$ cat config.mk
export PLATFORM = sky130hd
export DESIGN_NAME = pfb_render
export DESIGN_NICKNAME = d
export VERILOG_FILES = /design/src/pfb_pkg.sv /design/src/pfb_render.sv
export SDC_FILE = /design/constraint.sdc
export NUM_CORES = 1
export LEC_CHECK = 0
export ABC_AREA = 0
export BUFFER_PORTS_ARGS = -buffer_cell sky130_fd_sc_hd__buf_4
export CAP_MARGIN = 20
export CORE_MARGIN = 2
export CORE_UTILIZATION = 40
export CTS_CLUSTER_DIAMETER = 150
export DETAILED_ROUTE_END_ITERATION = 8
export PLACE_DENSITY = 0.67
export SLEW_MARGIN = 0
export SYNTH_ARGS = -nofsm -noshare
export SYNTH_HDL_FRONTEND = slang
export SYNTH_SLANG_ARGS = --single-unit
$ cat constraint.sdc
create_clock -name clk_i -period 2.9 [get_ports clk_i]
set_input_delay 0.145 -clock clk_i [delete_from_list [all_inputs] [get_ports clk_i]]
set_output_delay 0.145 -clock clk_i [all_outputs]
set_load 0.1 [all_outputs]
$ cat src/pfb_pkg.sv
// Shared types, operation codes and link command bytes for the page framebuffer.
// Used by every module of the framebuffer and by its checker.
package pfb_pkg;

  localparam int WIDTH_DEF  = 96;
  localparam int HEIGHT_DEF = 68;

  localparam logic [2:0] OP_WRITE     = 3'd0;
  localparam logic [2:0] OP_INVERT    = 3'd1;
  localparam logic [2:0] OP_READ      = 3'd2;
  localparam logic [2:0] OP_CLEAR_ALL = 3'd3;
  localparam logic [2:0] OP_RENDER    = 3'd4;
  localparam logic [2:0] OP_TICK      = 3'd5;

  localparam logic KIND_READ = 1'b0;
  localparam logic KIND_LINK = 1'b1;

  localparam logic [7:0] CMD_PAGE   = 8'hB0;
  localparam logic [7:0] CMD_COL_HI = 8'h10;
  localparam logic [7:0] CMD_COL_LO = 8'h00;

  localparam logic [1:0] PHASE_PAGE = 2'd0;
  localparam logic [1:0] PHASE_HI   = 2'd1;
  localparam logic [1:0] PHASE_LO   = 2'd2;
  localparam logic [1:0] PHASE_DATA = 2'd3;

  typedef struct packed {
    logic       kind;
    logic       pixel_value;
    logic [7:0] link_byte;
    logic       is_data;
    logic       last;
  } res_t;

  typedef struct packed {
    logic       start;
    logic [3:0] first_pg;
    logic [3:0] last_pg;
    logic       tick;
  } rnd_ctl_t;

  typedef struct packed {
    logic       busy;
    logic       cmd;
    logic [7:0] cmd_byte;
    logic       last;
  } rnd_sts_t;

endpackage

$ cat src/pfb_render.sv
// Render sequencer: page range check, three command words, then the byte
// pointer walked one data word per tick. Uses pfb_pkg.
module pfb_render #(
  parameter int WIDTH  = 96,
  parameter int PAGES  = 9,
  parameter int ADDR_W = 10
) (
  input  logic              clk_i,
  input  logic              rst_ni,
  input  pfb_pkg::rnd_ctl_t ctl_i,
  output pfb_pkg::rnd_sts_t sts_o,
  output logic [ADDR_W-1:0] addr_o
);
  import pfb_pkg::*;

  localparam int PTR_W = $clog2(WIDTH * PAGES + 1);

  logic             busy_q, busy_d;
  logic [1:0]       phase_q, phase_d;
  logic [3:0]       page_q, page_d;
  logic [PTR_W-1:0] ptr_q, ptr_d;
  logic [PTR_W-1:0] end_q, end_d;
  logic             range_ok;
  logic             is_last;

  assign range_ok = ({1'b0, ctl_i.first_pg} < 5'(PAGES)) &&
                    ({1'b0, ctl_i.last_pg} < 5'(PAGES)) &&
                    (ctl_i.first_pg <= ctl_i.last_pg);
  assign is_last  = (ptr_q + 1'b1) >= end_q;

  always_comb begin
    busy_d  = busy_q;
    phase_d = phase_q;
    page_d  = page_q;
    ptr_d   = ptr_q;
    end_d   = end_q;
    if (!busy_q) begin
      if (ctl_i.start && range_ok) begin
        busy_d  = 1'b1;
        phase_d = PHASE_PAGE;
        page_d  = ctl_i.first_pg;
        ptr_d   = PTR_W'(ctl_i.first_pg) * PTR_W'(WIDTH);
        end_d   = (PTR_W'(ctl_i.last_pg) + 1'b1) * PTR_W'(WIDTH);
      end
    end else if (ctl_i.tick) begin
      if (phase_q != PHASE_DATA) begin
        phase_d = phase_q + 1'b1;
      end else begin
        ptr_d = ptr_q + 1'b1;
        if (is_last) begin
          busy_d  = 1'b0;
          phase_d = PHASE_PAGE;
        end
      end
    end
  end

  always_ff @(posedge clk_i or negedge rst_ni) begin
    if (!rst_ni) begin
      busy_q  <= 1'b0;
      phase_q <= PHASE_PAGE;
      page_q  <= '0;
      ptr_q   <= '0;
      end_q   <= '0;
    end else begin
      busy_q  <= busy_d;
      phase_q <= phase_d;
      page_q  <= page_d;
      ptr_q   <= ptr_d;
      end_q   <= end_d;
    end
  end

  always_comb begin
    sts_o.busy = busy_q;
    sts_o.cmd  = (phase_q != PHASE_DATA);
    sts_o.last = is_last;
    case (phase_q)
      PHASE_PAGE: sts_o.cmd_byte = CMD_PAGE | {4'h0, page_q};
      PHASE_HI:   sts_o.cmd_byte = CMD_COL_HI;
      default:    sts_o.cmd_byte = CMD_COL_LO;
    endcase
  end

  assign addr_o = ptr_q[ADDR_W-1:0];

endmodule

==> run metrics <==
grt met3 use=roughly 1.7%; register area share after synthesis=29.67%; CTS max path bufs=2; EDFF count, synth=0; Async SR Flop Fraction=100.0%; area of the multi-input gates=between 1000 and 1500 sq um; Req. time, crit path=between 2 and 3 ns; fin cells=slightly above 300; Syn Nets=about 260; DR vias=between 1500 and 2000; Post-Route WL=about 4.0 mm; vias per std cell=~5.3; final worst path period share=between 90% and 100%; Initial Util=between 40 and 50%; placed cell areas=around 2100 sq um; Worst-path clk slew=roughly 0.090 ns; dpl cells=297; detailed router's first-iteration violation count=between 80 and 90; Antenna Cells=0; fmax=0.3660 GHz; clock sinks=22; post-synth top area share=29.67%; status=complete, no violations; synthesized area=approximately 1900 sq um; nets=289; Final Hold Viols=0; Detailed Routing Iterations Pass 1=4; CTS buffer count=3; Port Buf Inserts=31; GR Util All Layers=16.26%; Netlist cell types=42; worst-margin pin slew=around 0.74 ns; pins over their slew limit=0; Crit Path Max Fanout=9; clk_lat worst skew=0.27 ns; Critical Path AT=2.59 ns; core footprint=about 4400 sq um; final number of setup-violating endpoints=0; Die H=a little over 70 um; crit path kind=reg2out; Chip Width=roughly 72 um; met2 Track Usage GR=~27%; storage element area=between 500 and 600 sq um; Area contributors post-synth=dfrtp_1 30%, ha_1 16%, nand3_1 4.9%; IO Count=33; Rows=24; Layout area overhead=18.68%; GPL Wtd Cong=0.9119; post-route ant nets=0; HP Class=in2reg; clk root buf=clkbuf_8; Worst Skew=0.01347 ns; gr busiest metal=met2; DR WL/cell=between 10 and 15 um; global-route wire length before repair=between 6 and 7 mm; GR Util met1=between 20% and 30%; area of the die=5200 sq um; total grt overflow=0; cell count after synthesis=223; Yosys top cell by area=dfrtp_1; CTS tree=yes; Finished Cell Area=around 2200 sq um; fraction of layout cells with a size suffix above 1=about a fifth; max-cap violations=0; Fillers=440; vias in the first global route=approximately 1500; Post-CTS Setup Bufs=0; Crit. End Element=output port; Final min period=between 2 and 3 ns; H-tree depth=1; Synth Register Bits=22; setup TNS=0 ns; Synth top cells by count=24 x ha_1, 24 x inv_1, 22 x dfrtp_1, 22 x nand2_1, 18 x nand3_1; r2r setup slk=between 0.5 and 0.6 ns; Finished Core Util=roughly half; antenna violations before repair=0; Main synth FF type=dfrtp_1; Critical Path Start Type=flop; syn_area_per_cell=approximately 8.3 sq um; Worst slew margin=50.45%; # DRC=0; Ys Warns=0; RSZ-0062 raised after global routing=false; DP HPWL=3.051 mm; largest net degree at the start of global routing=23
==> sequential cells by signal, summed over array words and instances (netlist names) <==
register	flops
addr_o	10
page_q	4
busy_q	1
end_q	5
phase_q	2
==> path summary, 6_finish.rpt <==
kind	start	endpoint	depth (start not counted)
worst max-delay path	addr_o[0]	sts_o[0]	10
worst min-delay path	ctl_i[1]	end_q[5]	2
worst max register to register	addr_o[0]	phase_q[0]	10
worst min register to register	end_q[7]	end_q[7]	2
max in group asynchronous	rst_ni	addr_o[4]	2
min in group asynchronous	rst_ni	addr_o[9]	2
==> worst max-delay path, cell delays in order (launching register included) <==
cell     delay (ns)
dfrtp_2        0.45
ha_2           0.27
nand3_1        0.14
nor2b_2        0.18
xor2_1         0.09
ha_1           0.29
nand3_1        0.13
nor4_2         0.30
nor3_2         0.09
nand2_1        0.13
buf_6          0.24
==> logic make-up after synthesis <==
group / synth area share, %
adder cells (fa/ha/maj): 18.34
buffers and inverters: 8.901
AO/OA/AOI/OAI: 14.84
flip-flops: 29.67
AND/OR/NAND/NOR: 21.04
other: 0.2021
XOR/XNOR: 5.665
multiplexers: 1.348
==> per-layer routing <==
metal  wire length [um]  vias up  part of all wire, %
li1                   -      814                    -
met1               1905      735                   48
met2               1798       48                   45
met3                232        4                  5.8
met4                 49        0                  1.2
met5                  0        -                    0
==> repair_timing <==
action	in CTS	in global routing
endpoints found under the setup margin	1	1
pin swaps	0	0
hold buffers	1	0
hold endpoints to repair	22	0
gates resized for setup	1	4
==> final cells by class <==
type                    instances  share of cell area [%]
clock buffers                   3                   1.875
inverters                      24                   4.091
clock inverters                 1                   1.364
well taps                      52                   2.955
flip-flops and latches         22                   25.34
repair buffers                 34                   11.88
multi-input cells             166                   52.50
==> placed cells by master (no fill, tap or decap), drive strengths merged, types with 9 or more instances in the layout <==
master | netlist | final
a21oi | 9 | 9
buf | 9 | 33
dfrtp | 22 | 22
ha | 24 | 24
inv | 24 | 24
nand2 | 22 | 22
nand3 | 18 | 18
nor2 | 14 | 14
o21ai | 20 | 20
xor2 | 9 | 9
==> through the flow <==
stage	hold slack [ns]	setup slack [ns]
final	0.1293	0.1680
after global routing	0.1487	0.01460
after CTS	0.1251	0.04691
after detailed placement	0.05917	0.3108
after global placement	0.05682	0.4139
after floorplan	-0.1506	0.01429
Power is not shown: default switching activity piles up to over one toggle a cycle in this logic, so the estimate is an artifact.
